## config.mk

```make
export PLATFORM = sky130hd
export DESIGN_NAME = attack_release_envelope_amp_core
export DESIGN_NICKNAME = d
export VERILOG_FILES = /design/src/rtl/core/arenv_pkg.sv /design/src/rtl/core/arenv_ctrl.sv /design/src/rtl/core/arenv_datapath.sv /design/src/rtl/core/attack_release_envelope_amp_core.sv
export VERILOG_INCLUDE_DIRS = /design/src /design/src/rtl/core
export SDC_FILE = /design/constraint.sdc
export NUM_CORES = 2
export LEC_CHECK = 0
export BUFFER_PORTS_ARGS = -buffer_cell sky130_fd_sc_hd__buf_4
export CAP_MARGIN = 0
export CORE_UTILIZATION = 55
export DETAILED_ROUTE_END_ITERATION = 10
export PLACE_DENSITY_LB_ADDON = 0.05
export SLEW_MARGIN = 20
export SYNTH_ARGS = -nofsm -noshare
export SYNTH_HDL_FRONTEND = slang
export SYNTH_SLANG_ARGS = --single-unit
```

## constraint.sdc

```tcl
create_clock -name i_clk -period 12.75 [get_ports i_clk]
set_clock_uncertainty 0.05 [all_clocks]
set_input_delay 0.6375 -clock i_clk [delete_from_list [all_inputs] [get_ports i_clk]]
set_output_delay 0.6375 -clock i_clk [all_outputs]
set_load 0.02 [all_outputs]
```

## src/rtl/core/assert_macros.svh

```systemverilog
// ----------------------------------------------------------------------------
// assert_macros.svh
// Concurrent assertion helpers, compiled out for synthesis.
// ----------------------------------------------------------------------------
`ifndef ASSERT_MACROS_SVH
`define ASSERT_MACROS_SVH

`ifndef SYNTHESIS

// assertion sampled on clk, disabled while rst_n is low
`define ASSERT_CLK(label, clk, rst_n, prop) \
    label: assert property (@(posedge clk) disable iff (!rst_n) prop) \
        else $error("assertion failed");

// assertion sampled on clk, also checked during reset
`define ASSERT_ALWAYS(label, clk, prop) \
    label: assert property (@(posedge clk) prop) \
        else $error("assertion failed");

`else

`define ASSERT_CLK(label, clk, rst_n, prop)
`define ASSERT_ALWAYS(label, clk, prop)

`endif

`endif

```

## src/rtl/core/arenv_pkg.sv

```systemverilog
// ----------------------------------------------------------------------------
// arenv_pkg
// Types, constants and codes shared by the envelope amplifier modules.
// ----------------------------------------------------------------------------
package arenv_pkg;

    // field widths
    localparam int SAMPLE_BITS     = 16;
    localparam int LEVEL_FRAC_BITS = 16;
    localparam int LEVEL_BITS      = LEVEL_FRAC_BITS + 1;
    localparam int STEP_BITS       = LEVEL_BITS;
    localparam int GAIN_BITS       = 16;
    localparam int GAIN_FRAC_BITS  = 12;
    localparam int PHASE_BITS      = 2;

    // configuration port
    localparam int CFG_IDX_BITS  = 4;
    localparam int CFG_DATA_BITS = (STEP_BITS > GAIN_BITS) ? STEP_BITS : GAIN_BITS;

    // shared multiplier: A is the sample or the sample*gain product, B is gain or level
    localparam int MUL_A_W     = SAMPLE_BITS + GAIN_BITS + 1;
    localparam int MUL_B_W     = ((LEVEL_BITS > GAIN_BITS) ? LEVEL_BITS : GAIN_BITS) + 1;
    localparam int MUL_P_W     = MUL_A_W + MUL_B_W;
    localparam int SCALE_SHIFT = GAIN_FRAC_BITS + LEVEL_FRAC_BITS;

    // level constants
    localparam logic [LEVEL_BITS-1:0] LEVEL_ONE  = LEVEL_BITS'(1) << LEVEL_FRAC_BITS;
    localparam logic [LEVEL_BITS-1:0] LEVEL_ZERO = '0;

    // register reset values
    localparam logic [STEP_BITS-1:0] ATTACK_STEP_RST  = STEP_BITS'(64);
    localparam logic [STEP_BITS-1:0] RELEASE_STEP_RST = STEP_BITS'(64);
    localparam logic [GAIN_BITS-1:0] GAIN_RST         = GAIN_BITS'(1) << GAIN_FRAC_BITS;

    // register indexes
    typedef enum logic [CFG_IDX_BITS-1:0] {
        CFG_ATTACK_STEP  = 4'd0,
        CFG_RELEASE_STEP = 4'd1,
        CFG_GAIN_LEFT    = 4'd2,
        CFG_GAIN_RIGHT   = 4'd3
    } t_cfg_idx;

    // envelope phase codes
    typedef enum logic [PHASE_BITS-1:0] {
        PH_OFF     = 2'd0,
        PH_ATTACK  = 2'd1,
        PH_HOLD    = 2'd2,
        PH_RELEASE = 2'd3
    } t_env_phase;

    // controller states
    typedef enum logic [2:0] {
        ST_IDLE,
        ST_MUL_L_GAIN,
        ST_MUL_L_LEVEL,
        ST_MUL_R_GAIN,
        ST_MUL_R_LEVEL,
        ST_STALL
    } t_ctrl_state;

    // multiplier operand selection
    typedef enum logic [1:0] {
        MS_L_GAIN,
        MS_L_LEVEL,
        MS_R_GAIN,
        MS_R_LEVEL
    } t_mul_sel;

    // payloads
    typedef struct packed {
        logic                          gate;
        logic signed [SAMPLE_BITS-1:0] sample_left;
        logic signed [SAMPLE_BITS-1:0] sample_right;
    } t_in_item;

    typedef struct packed {
        logic signed [SAMPLE_BITS-1:0] result_left;
        logic signed [SAMPLE_BITS-1:0] result_right;
        logic        [LEVEL_BITS-1:0]  level_now;
        logic        [PHASE_BITS-1:0]  phase_now;
    } t_out_item;

    // controller to datapath
    typedef struct packed {
        logic     load_in;
        logic     env_step;
        logic     mul_en;
        t_mul_sel mul_sel;
        logic     push_direct;
        logic     save_right;
        logic     push_staged;
    } t_dp_cmd;

    // datapath to controller
    typedef struct packed {
        logic out_free;
    } t_dp_sts;

endpackage

```

## src/rtl/core/arenv_ctrl.sv

```systemverilog
// ----------------------------------------------------------------------------
// arenv_ctrl
// Sequencer: steps one item through the four passes of the shared multiplier.
// ----------------------------------------------------------------------------
`include "assert_macros.svh"

module arenv_ctrl (
    input  logic              i_clk,
    input  logic              i_rst_n,
    input  logic              i_in_valid,
    output logic              o_in_ready,
    input  arenv_pkg::t_dp_sts i_sts,
    output arenv_pkg::t_dp_cmd o_cmd
);
    import arenv_pkg::*;

    t_ctrl_state r_state;
    t_ctrl_state n_state;
    logic        w_ready;

    // ready when idle, or when the last pass or the stall state can hand its result on
    always_comb begin
        unique case (r_state)
            ST_IDLE:        w_ready = 1'b1;
            ST_MUL_R_LEVEL: w_ready = i_sts.out_free;
            ST_STALL:       w_ready = i_sts.out_free;
            default:        w_ready = 1'b0;
        endcase
    end

    assign o_in_ready = w_ready;

    // next state
    always_comb begin
        n_state = r_state;
        unique case (r_state)
            ST_IDLE: begin
                if (i_in_valid) n_state = ST_MUL_L_GAIN;
            end
            ST_MUL_L_GAIN:  n_state = ST_MUL_L_LEVEL;
            ST_MUL_L_LEVEL: n_state = ST_MUL_R_GAIN;
            ST_MUL_R_GAIN:  n_state = ST_MUL_R_LEVEL;
            ST_MUL_R_LEVEL: begin
                if (!i_sts.out_free) n_state = ST_STALL;
                else if (i_in_valid) n_state = ST_MUL_L_GAIN;
                else                 n_state = ST_IDLE;
            end
            ST_STALL: begin
                if (i_sts.out_free) begin
                    n_state = i_in_valid ? ST_MUL_L_GAIN : ST_IDLE;
                end
            end
            default: n_state = ST_IDLE;
        endcase
    end

    // command outputs
    always_comb begin
        o_cmd         = '0;
        o_cmd.mul_sel = MS_L_GAIN;
        o_cmd.load_in = i_in_valid && w_ready;
        unique case (r_state)
            ST_IDLE: ;
            ST_MUL_L_GAIN: begin
                o_cmd.env_step = 1'b1;
                o_cmd.mul_en   = 1'b1;
                o_cmd.mul_sel  = MS_L_GAIN;
            end
            ST_MUL_L_LEVEL: begin
                o_cmd.mul_en  = 1'b1;
                o_cmd.mul_sel = MS_L_LEVEL;
            end
            ST_MUL_R_GAIN: begin
                o_cmd.mul_en  = 1'b1;
                o_cmd.mul_sel = MS_R_GAIN;
            end
            ST_MUL_R_LEVEL: begin
                o_cmd.mul_en      = 1'b1;
                o_cmd.mul_sel     = MS_R_LEVEL;
                o_cmd.push_direct = i_sts.out_free;
                o_cmd.save_right  = !i_sts.out_free;
            end
            ST_STALL: begin
                o_cmd.push_staged = i_sts.out_free;
            end
            default: ;
        endcase
    end

    // state register
    always_ff @(posedge i_clk) begin
        if (!i_rst_n) begin
            r_state <= ST_IDLE;
        end else begin
            r_state <= n_state;
        end
    end

    // checks
    `ASSERT_CLK(a_pass_order, i_clk, i_rst_n, (r_state == ST_MUL_L_GAIN) |=> (r_state == ST_MUL_L_LEVEL))
    `ASSERT_CLK(a_push_free, i_clk, i_rst_n, (o_cmd.push_direct || o_cmd.push_staged) |-> i_sts.out_free)
    `ASSERT_CLK(a_one_result_action, i_clk, i_rst_n, $onehot0({o_cmd.push_direct, o_cmd.save_right, o_cmd.push_staged}))
    `ASSERT_CLK(a_stall_from_busy, i_clk, i_rst_n, $rose(r_state == ST_STALL) |-> $past(!i_sts.out_free))

endmodule

```

## src/rtl/core/arenv_datapath.sv

```systemverilog
// ----------------------------------------------------------------------------
// arenv_datapath
// Registers, envelope step, shared multiplier, saturation and output register.
// ----------------------------------------------------------------------------
module arenv_datapath (
    input  logic                                  i_clk,
    input  logic                                  i_rst_n,
    input  arenv_pkg::t_in_item                   i_in_data,
    input  logic                                  i_cfg_valid,
    input  logic [arenv_pkg::CFG_IDX_BITS-1:0]    i_cfg_index,
    input  logic [arenv_pkg::CFG_DATA_BITS-1:0]   i_cfg_data,
    input  logic                                  i_out_ready,
    output logic                                  o_out_valid,
    output arenv_pkg::t_out_item                  o_out_data,
    input  arenv_pkg::t_dp_cmd                    i_cmd,
    output arenv_pkg::t_dp_sts                    o_sts
);
    import arenv_pkg::*;

    // configuration registers
    logic [STEP_BITS-1:0] r_attack_step;
    logic [STEP_BITS-1:0] r_release_step;
    logic [GAIN_BITS-1:0] r_gain_left;
    logic [GAIN_BITS-1:0] r_gain_right;

    // envelope state
    t_env_phase           r_phase;
    t_env_phase           n_phase;
    logic [LEVEL_BITS-1:0] r_level;
    logic [LEVEL_BITS-1:0] n_level;
    logic [LEVEL_BITS:0]   w_sum;
    logic [LEVEL_BITS:0]   w_diff;

    // work registers
    t_in_item                      r_in;
    logic signed [MUL_A_W-1:0]     r_p1;
    logic signed [SAMPLE_BITS-1:0] r_res_l;
    logic signed [SAMPLE_BITS-1:0] r_res_r;
    t_out_item                     r_out;
    logic                          r_out_valid;

    // multiplier and saturation
    logic signed [MUL_A_W-1:0]         w_mul_a;
    logic signed [MUL_B_W-1:0]         w_mul_b;
    logic signed [MUL_P_W-1:0]         w_prod;
    logic signed [MUL_P_W-1:0]         w_shifted;
    logic [MUL_P_W-SAMPLE_BITS:0]      w_upper;
    logic signed [SAMPLE_BITS-1:0]     w_sat;

    assign o_sts.out_free = !r_out_valid || i_out_ready;
    assign o_out_valid    = r_out_valid;
    assign o_out_data     = r_out;

    // configuration writes; unknown indexes are dropped
    always_ff @(posedge i_clk) begin
        if (!i_rst_n) begin
            r_attack_step  <= ATTACK_STEP_RST;
            r_release_step <= RELEASE_STEP_RST;
            r_gain_left    <= GAIN_RST;
            r_gain_right   <= GAIN_RST;
        end else if (i_cfg_valid) begin
            unique case (i_cfg_index)
                CFG_ATTACK_STEP:  r_attack_step  <= i_cfg_data[STEP_BITS-1:0];
                CFG_RELEASE_STEP: r_release_step <= i_cfg_data[STEP_BITS-1:0];
                CFG_GAIN_LEFT:    r_gain_left    <= i_cfg_data[GAIN_BITS-1:0];
                CFG_GAIN_RIGHT:   r_gain_right   <= i_cfg_data[GAIN_BITS-1:0];
                default: ;
            endcase
        end
    end

    // envelope step: clamp only when the sum overshoots 1.0 or drops below 0
    assign w_sum  = {1'b0, r_level} + {1'b0, r_attack_step};
    assign w_diff = {1'b0, r_level} - {1'b0, r_release_step};

    always_comb begin
        n_phase = r_phase;
        n_level = r_level;
        unique case (r_phase)
            PH_OFF: begin
                if (r_in.gate) n_phase = PH_ATTACK;
            end
            PH_ATTACK: begin
                if (w_sum > {1'b0, LEVEL_ONE}) begin
                    n_level = LEVEL_ONE;
                    n_phase = PH_HOLD;
                end else begin
                    n_level = w_sum[LEVEL_BITS-1:0];
                end
            end
            PH_HOLD: begin
                if (!r_in.gate) n_phase = PH_RELEASE;
            end
            PH_RELEASE: begin
                if (w_diff[LEVEL_BITS]) begin
                    n_level = LEVEL_ZERO;
                    n_phase = PH_OFF;
                end else begin
                    n_level = w_diff[LEVEL_BITS-1:0];
                end
            end
            default: ;
        endcase
    end

    always_ff @(posedge i_clk) begin
        if (!i_rst_n) begin
            r_phase <= PH_OFF;
            r_level <= LEVEL_ZERO;
        end else if (i_cmd.env_step) begin
            r_phase <= n_phase;
            r_level <= n_level;
        end
    end

    // operand select for the shared multiplier
    always_comb begin
        unique case (i_cmd.mul_sel) inside
            MS_L_GAIN: begin
                w_mul_a = MUL_A_W'(r_in.sample_left);
                w_mul_b = signed'(MUL_B_W'(r_gain_left));
            end
            MS_R_GAIN: begin
                w_mul_a = MUL_A_W'(r_in.sample_right);
                w_mul_b = signed'(MUL_B_W'(r_gain_right));
            end
            MS_L_LEVEL, MS_R_LEVEL: begin
                w_mul_a = r_p1;
                w_mul_b = signed'(MUL_B_W'(r_level));
            end
            default: begin
                w_mul_a = r_p1;
                w_mul_b = signed'(MUL_B_W'(r_level));
            end
        endcase
    end

    assign w_prod = w_mul_a * w_mul_b;

    // floor shift, then saturate to the sample range
    assign w_shifted = w_prod >>> SCALE_SHIFT;
    assign w_upper   = w_shifted[MUL_P_W-1:SAMPLE_BITS-1];

    always_comb begin
        if ((&w_upper) || !(|w_upper)) begin
            w_sat = w_shifted[SAMPLE_BITS-1:0];
        end else if (w_shifted[MUL_P_W-1]) begin
            w_sat = {1'b1, {(SAMPLE_BITS-1){1'b0}}};
        end else begin
            w_sat = {1'b0, {(SAMPLE_BITS-1){1'b1}}};
        end
    end

    // payload registers
    always_ff @(posedge i_clk) begin
        if (i_cmd.load_in) begin
            r_in <= i_in_data;
        end
        if (i_cmd.mul_en) begin
            case (i_cmd.mul_sel) inside
                MS_L_GAIN, MS_R_GAIN: r_p1    <= w_prod[MUL_A_W-1:0];
                MS_L_LEVEL:           r_res_l <= w_sat;
                default: ;
            endcase
        end
        if (i_cmd.save_right) begin
            r_res_r <= w_sat;
        end
        if (i_cmd.push_direct) begin
            r_out.result_left  <= r_res_l;
            r_out.result_right <= w_sat;
            r_out.level_now    <= r_level;
            r_out.phase_now    <= r_phase;
        end else if (i_cmd.push_staged) begin
            r_out.result_left  <= r_res_l;
            r_out.result_right <= r_res_r;
            r_out.level_now    <= r_level;
            r_out.phase_now    <= r_phase;
        end
    end

    // output valid
    always_ff @(posedge i_clk) begin
        if (!i_rst_n) begin
            r_out_valid <= 1'b0;
        end else if (i_cmd.push_direct || i_cmd.push_staged) begin
            r_out_valid <= 1'b1;
        end else if (i_out_ready) begin
            r_out_valid <= 1'b0;
        end
    end

endmodule

```

## src/rtl/core/attack_release_envelope_amp_core.sv

```systemverilog
// ----------------------------------------------------------------------------
// attack_release_envelope_amp_core
// Stereo linear attack/release envelope amplifier, top level.
// ----------------------------------------------------------------------------
// Usage:
//   Input channel (i_in_valid / o_in_ready / i_in_data) carries one request:
//   a gate bit and a signed stereo sample pair. Output channel (o_out_valid /
//   i_out_ready / o_out_data) returns exactly one result per request: both
//   scaled samples, the envelope level and phase after the step.
//   Config channel (i_cfg_valid / o_cfg_ready / i_cfg_index / i_cfg_data)
//   writes attack step, release step, left gain, right gain (index 0..3);
//   other indexes are ignored. Write it only while the block is idle.
//   Sequence: after a request is accepted, the single shared multiplier does
//   sample*gain and then *level for each channel in turn (passes L_GAIN,
//   L_LEVEL, R_GAIN, R_LEVEL); the last pass writes the output register.
//   A new request is accepted in the last multiplier pass, so the next
//   request overlaps the last pass while the output drains.
//   Stall: if the output register is still full at the last pass, the right
//   result is parked and the block waits; input is held off until the
//   output register frees up.
//   Reset (i_rst_n low, synchronous): envelope off at level 0, registers to
//   their defaults, no output pending.
// ----------------------------------------------------------------------------
module attack_release_envelope_amp_core (
    input  logic                                i_clk,
    input  logic                                i_rst_n,
    input  logic                                i_in_valid,
    output logic                                o_in_ready,
    input  arenv_pkg::t_in_item                 i_in_data,
    output logic                                o_out_valid,
    input  logic                                i_out_ready,
    output arenv_pkg::t_out_item                o_out_data,
    input  logic                                i_cfg_valid,
    output logic                                o_cfg_ready,
    input  logic [arenv_pkg::CFG_IDX_BITS-1:0]  i_cfg_index,
    input  logic [arenv_pkg::CFG_DATA_BITS-1:0] i_cfg_data
);
    import arenv_pkg::*;

    t_dp_cmd w_cmd;
    t_dp_sts w_sts;

    // config writes are always taken
    assign o_cfg_ready = 1'b1;

    // sequencer
    arenv_ctrl u_ctrl (
        .i_clk      (i_clk),
        .i_rst_n    (i_rst_n),
        .i_in_valid (i_in_valid),
        .o_in_ready (o_in_ready),
        .i_sts      (w_sts),
        .o_cmd      (w_cmd)
    );

    // datapath
    arenv_datapath u_datapath (
        .i_clk       (i_clk),
        .i_rst_n     (i_rst_n),
        .i_in_data   (i_in_data),
        .i_cfg_valid (i_cfg_valid),
        .i_cfg_index (i_cfg_index),
        .i_cfg_data  (i_cfg_data),
        .i_out_ready (i_out_ready),
        .o_out_valid (o_out_valid),
        .o_out_data  (o_out_data),
        .i_cmd       (w_cmd),
        .o_sts       (w_sts)
    );

endmodule

```

**Word-level counts from Yosys, hierarchy flattened**

Index checks and enable logic that the tools add are counted.

- Register bits: 238
- Input bits: 59
- Output and inout bits: 54

- Add/sub/neg operators: 2
- Multiply operators: 1
- Magnitude comparators: 1
- Equal/unequal tests: 19
- Muxes and demuxes: 26
- Bitwise logic cells: 1
- Reductions and logical operators: 27

Operators by type and width:

| kind | number |
|---|---|
| $mux W51 | 2 |
| $pmux W17 S2 | 2 |
| $pmux W33 S2 | 1 |
| $mul A33 B18 Y51 | 1 |
| $mux W17 | 2 |
| $mux W16 | 2 |
| $add A17 B17 Y18 | 1 |
| $gt A18 B17 Y1 const B | 1 |
| $pmux W3 S6 | 1 |
| $sub A17 B17 Y18 | 1 |
| $reduce_and A2 Y1 | 7 |
| $pmux W3 S4 | 1 |
| $mux W2 | 5 |
| $mux W3 | 3 |
| $eq A4 B2 Y1 const B | 2 |
| $ne A2 B1 Y1 const B | 4 |
| $pmux W2 S4 | 1 |
| $reduce_and A8 Y1 | 1 |
| $reduce_or A8 Y1 | 1 |
| $eq A2 B2 Y1 const B | 3 |
| $eq A3 B2 Y1 const B | 2 |
| $eq A3 B3 Y1 const B | 2 |
| $reduce_bool A2 Y1 | 3 |
| $mux W1 | 5 |
| other kinds (15) | 23 |

**Logic depth before layout (Yosys ltp)**

- Depth after elaboration: 10
- Gate-level depth with buffers: 37
- Depth with buffers taken out: 30

**Modules after synthesis**

A second synthesis with hierarchy kept.

- Cells, all modules: 3,231
- Area, all modules: 30,056.3 um^2

By module, submodules not included:

| module | instances | cells each | area an instance (um^2) |
|---|---|---|---|
| arenv_datapath | 1 | 3,200 | 29,811.1 |
| arenv_ctrl | 1 | 29 | 234.0 |
| attack_release_envelope_amp_core | 1 | 2 | 11.3 |

**Worst setup path after synthesis**

OpenSTA, ideal clock, no wires.

- Path kind: reg2reg
- Start: reg u_ctrl.r_state[0]
- End: reg u_datapath.r_out (netlist bit u_datapath.o_out_data[29]), data pin
- Library setup time: 0.258 ns
- Arrival: 8.678 ns
- Required time: 12.442 ns
- Path slack: 3.764 ns
- Cell stages (with the launch flop): 32
- Buffers on the path: 6
- Clock period less this slack: 8.986 ns
- Cells stage by stage: dfxtp_1 buf_6 nor2b_1 clkbuf_1 clkbuf_1 clkbuf_1 nand3_1 a21oi_1 a21o_1 clkbuf_1 nand2_1 fa_1 inv_1 fa_1 inv_1 fa_1 inv_1 fa_1 fa_1 fa_1 ha_1 o21a_1 nor2_1 a311o_1 a22o_4 o31ai_4 a211oi_1 a311oi_4 nand3_1 o21a_1 buf_6 o221a_1

- Longest elaborated chain between the ends: 10

RTL lines:

| item | line | source |
|---|---|---|
| from (decl) | arenv_ctrl.sv:17 | `t_ctrl_state r_state;` |
| from (signal assigned) | arenv_ctrl.sv:95 | `r_state <= n_state;` |
| $eq A3 B3 Y1, or another cell as far along | arenv_ctrl.sv:62 | `unique case (r_state)` |
| $pmux W3 S4 | arenv_ctrl.sv:62 |  |
| $eq A2 B2 Y1 (no line) / $logic_not A2 Y1 (equally long branches) | n/a |  |
| $pmux W33 S2 / $pmux W17 S2 (equally long branches) | arenv_datapath.sv:118 | `unique case (i_cmd.mul_sel) inside` |
| $mul A33 B18 Y51 | arenv_datapath.sv:138 | `assign w_prod = w_mul_a * w_mul_b;` |
| $reduce_or A8 Y1 | arenv_datapath.sv:145 | `if ((&w_upper) \|\| !(\|w_upper)) begin` |
| $logic_not A1 Y1 | arenv_datapath.sv:145 |  |
| $logic_or A1 B1 Y1 | arenv_datapath.sv:145 |  |
| $mux W16 | arenv_datapath.sv:145 |  |
| $mux W51 * | arenv_datapath.sv:169 | `if (i_cmd.push_direct) begin` |
| to (decl) | arenv_datapath.sv:39 | `t_out_item r_out;` |

Mark *: on every way between the ends. The rest lies on a longest branch, timed or not.
A chain may end at the register's enable or synchronous reset.

**Worst setup path in the final report**

- Start: reg u_ctrl.r_state[0]
- End: reg u_datapath.r_res_r[12], data pin

- Longest elaborated chain between the ends: 9

RTL lines:

| item | line | source |
|---|---|---|
| $eq A3 B3 Y1, or another cell as far along | arenv_ctrl.sv:62 |  |
| $pmux W3 S4 * | arenv_ctrl.sv:62 |  |
| $eq A2 B2 Y1 (no line) / $logic_not A2 Y1 (equally long branches) | n/a |  |
| $pmux W33 S2 / $pmux W17 S2 (equally long branches) | arenv_datapath.sv:118 |  |
| $mul A33 B18 Y51 * | arenv_datapath.sv:138 |  |
| $reduce_or A8 Y1 | arenv_datapath.sv:145 |  |
| $logic_not A1 Y1 | arenv_datapath.sv:145 |  |
| $logic_or A1 B1 Y1 | arenv_datapath.sv:145 |  |
| $mux W16 * | arenv_datapath.sv:145 |  |
| named net u_datapath.w_sat[12] | arenv_datapath.sv:48 | `logic signed [SAMPLE_BITS-1:0] w_sat;` |
| to (signal assigned) | arenv_datapath.sv:167 | `r_res_r <= w_sat;` |
| to (decl) | arenv_datapath.sv:38 | `logic signed [SAMPLE_BITS-1:0] r_res_r;` |

The timed path passes the listed nets; every way through them passes the cells marked *.

==> run metrics <==
commonest cells after routing, fill and taps aside sky130_fd_sc_hd__inv_1 (630), sky130_fd_sc_hd__fa_1 (538), sky130_fd_sc_hd__nand2_1 (476); vias in the first global route roughly 25000; sort of element at the end of the critical path register; Worst path max stage delay roughly 0.9 ns; number of DRC markers in iteration 0 between 1500 and 2000; Top Ports roughly 110; crit path DAT around 11 ns; TritonCTS clock tree yes; synthesized area divided by synthesized cell count roughly 9.2 µm²; share of flip-flops with an asynchronous set or reset 0; leakage dissipation roughly 16 nW; count of final max-slew check failures 0; number of buffers added on ports ~110; global-route wire length before repair roughly 150000 µm; H-tree levels 1; final hold violation count 0; clock net sink count between 200 and 250; cell chosen for the clock root sky130_fd_sc_hd__clkbuf_16; mean number of vias per cell roughly 5.8; most used flip-flop cell after synthesis sky130_fd_sc_hd__edfxtp_1; clock insertion delay at the later pin of the skew report about 0.60 ns; number of distinct library cells after synthesis 91; syn nets between 4000 and 5000; final routed DRC violation total 0; diode count 0; count of hold buffers inserted by post-cts repair 0; Die Wd about 240 µm; initial standard-cell utilization of the core 0.5556; gr ovfl total 0; CP delay by family, top adder cells; startpoint kind of the worst setup timing path register; Die Outline Area approximately 0.057 mm²; highest clock rate 97.74 MHz; final core occ 0.6009; standard cell area after detailed placement approximately 0.032 mm²; total chip power 0.003429 W; flop and latch count out of synthesis approximately 240; ANT nets after route 0; wire length per cell 22.52 µm; number of buffers created by CTS 30; nets approximately 4100; weighted congestion reported at the end of routability-driven placement ~0.98; largest net degree at the start of global routing 92; Design Area, Final between 0.03 and 0.04 mm²; core region area between 0.05 and 0.06 mm²; FP Rows 86; proportion of layout cells with a drive suffix above 1 0.07251; Worst EP required between 10 and 15 ns; total number of vias roughly 24000; Tcrit/Tclk final 0.8024; setup repair after global routing missed its margin false; clock slew at the register clock pins of the worst setup and hold paths approximately 0.07 ns; Pwr Density around 100 mW/mm²; signed area change from the synthesized netlist to the final layout 8.155%; combined buffer and inverter count along the critical path 4; Worst path most repeated cell sky130_fd_sc_hd__fa_1; class of the worst hold path in -> reg; setup slack of the critical path after layout between 2 and 3 ns; detailed-placement wirelength estimate around 73000 µm; antenna violations before repair 0; die height ~240 µm; slowest stage cell, crit path sky130_fd_sc_hd__fa_1; number of synthesis warnings 0; final total negative setup slack 0 ns; post-cts repair resize count 0; cell area after synthesis 0.03061 mm²; worst slew margin relative to its limit 0.1898; Pre-antenna DRT Iters 6; Post-synth EDFFs about 150; number of post-CTS setup repair buffers 0; outcome finished, final reports clean; maximum fanout count along the critical path 22; most common cell after layout, fill and taps aside sky130_fd_sc_hd__inv_1; Slew @ Worst Pin between 1 and 1.5 ns; total routed wirelength 92610 µm; Max clock buf depth 3; register area share after synthesis 0.2044; total routing resource utilization after global routing 0.3397; Critical Setup Path Class reg -> reg; Mapped Cells around 3300; max-cap violation count 0; final worst path period need slightly above 10 ns; final-report setup violation count 0; filler cell count in the final layout about 4900; maximum vdd ir drop around 120 µV; post-place setup slack between 2 and 3 ns
-- final cells by class --
class | count | area [µm²] | share of cell area
Multi-Input combinational cell | 2299 | 21470 | 0.6486
Sequential cell | 238 | 6256 | 0.1890
Inverter | 630 | 2365 | 0.07143
Timing Repair Buffer | 143 | 1074 | 0.03243
Tap cell | 748 | 935.9 | 0.02827
Clock buffer | 35 | 769.5 | 0.02324
Clock inverter | 20 | 232.7 | 0.007030
-- Yosys cell counts, drive strengths merged, types with 3 or more instances --
cell type,n,share of area
a21bo,4,0.0013
fa,538,0.35
or4,3,0.00086
nor2b,44,0.0090
o21ai,79,0.013
nand2b,20,0.0041
o221a,10,0.0037
xnor2,44,0.013
a32oi,3,0.00086
nand3,56,0.0093
ha,158,0.065
o31ai,11,0.0033
a211oi,11,0.0027
or2,5,0.0011
clkbuf,119,0.015
nor3,26,0.0043
dfxtp,89,0.058
o2111ai,9,0.0026
a311oi,4,0.0017
nor4,8,0.0016
nor3b,5,0.0012
nand2,478,0.059
o211ai,8,0.0020
a21oi,154,0.025
nand3b,3,0.00074
a21boi,37,0.0091
a221oi,3,0.0011
inv,630,0.077
or3,11,0.0023
mux2i,42,0.014
a31oi,11,0.0022
edfxtp,149,0.15
a22oi,10,0.0025
nand4,8,0.0016
o311a,3,0.0010
xor2,23,0.0066
buf,31,0.0056
and4,3,0.00094
o21bai,10,0.0029
and2,19,0.0039
a21o,47,0.012
and3,46,0.0095
o21a,35,0.0086
nor2,281,0.034
o22a,5,0.0014
-- final timing paths --
path | slack, ns | cells past startpoint | end | start
setup / recovery | 2.52 | 26 | u_datapath.r_res_r[12] | u_ctrl.r_state[0]
setup reg to reg | 2.52 | 26 | u_datapath.r_res_r[12] | u_ctrl.r_state[0]
hold / removal | 0.17 | 1 | u_datapath.r_in[26] | i_in_data[26]
hold reg to reg | 0.37 | 0 | u_datapath.o_out_data[37] | u_datapath.r_res_l[2]
-- state kept, by name, indices dropped and copies added (netlist names) --
signal                     count
u_datapath.r_p1               33
u_datapath.r_gain_right       16
u_ctrl.r_state                 3
u_datapath.r_release_step     17
u_datapath.r_attack_step      17
u_datapath.r_phase             2
u_datapath.r_gain_left        16
u_datapath.r_in               33
u_datapath.o_out_valid         1
u_datapath.r_res_l            16
u_datapath.r_res_r            16
u_datapath.o_out_data         51
u_datapath.r_level            17
-- per-layer routing --
layer / global-route usage / routed length (µm) / part of all wire / up-vias
met2: 0.5718 / 44540 / 0.48 / 1037
met3: 0.04651 / 6584 / 0.071 / 255
met1: 0.4390 / 36610 / 0.40 / 11900
met5: 0 / 0 / 0 / -
li1: - / - / - / 10470
met4: 0.1500 / 4872 / 0.053 / 0
-- power by group --
group	switching, W	leakage, nW	internal [W]	total [W]
Clock	0.000362	0.485	0.000515	0.000877
Sequential	0.0000461	2.11	0.000917	0.000963
Combinational	0.00107	13.0	0.000522	0.00159
-- metrics by stage --
step	instances	hold WS, ns
3_3_place_gp	4058	0.3640
3_5_place_dp	4058	0.3573
6_report	4113	0.1678
4_1_cts	4113	0.1439
5_1_grt	4113	0.1441
2_1_floorplan	3318	0.3503
-- cells by family after synthesis --
kind of cell,count (synthesis),share of synthesized area
xor+xnor,67,0.01917
mux,43,0.01410
flops,238,0.2044
simple gates,1019,0.1447
other cells,1,0.0001225
compound gates,473,0.1030
fa+ha+maj,696,0.4164
buf+inv,781,0.09810
No activity file was read; power rests on OpenSTA's default activity.
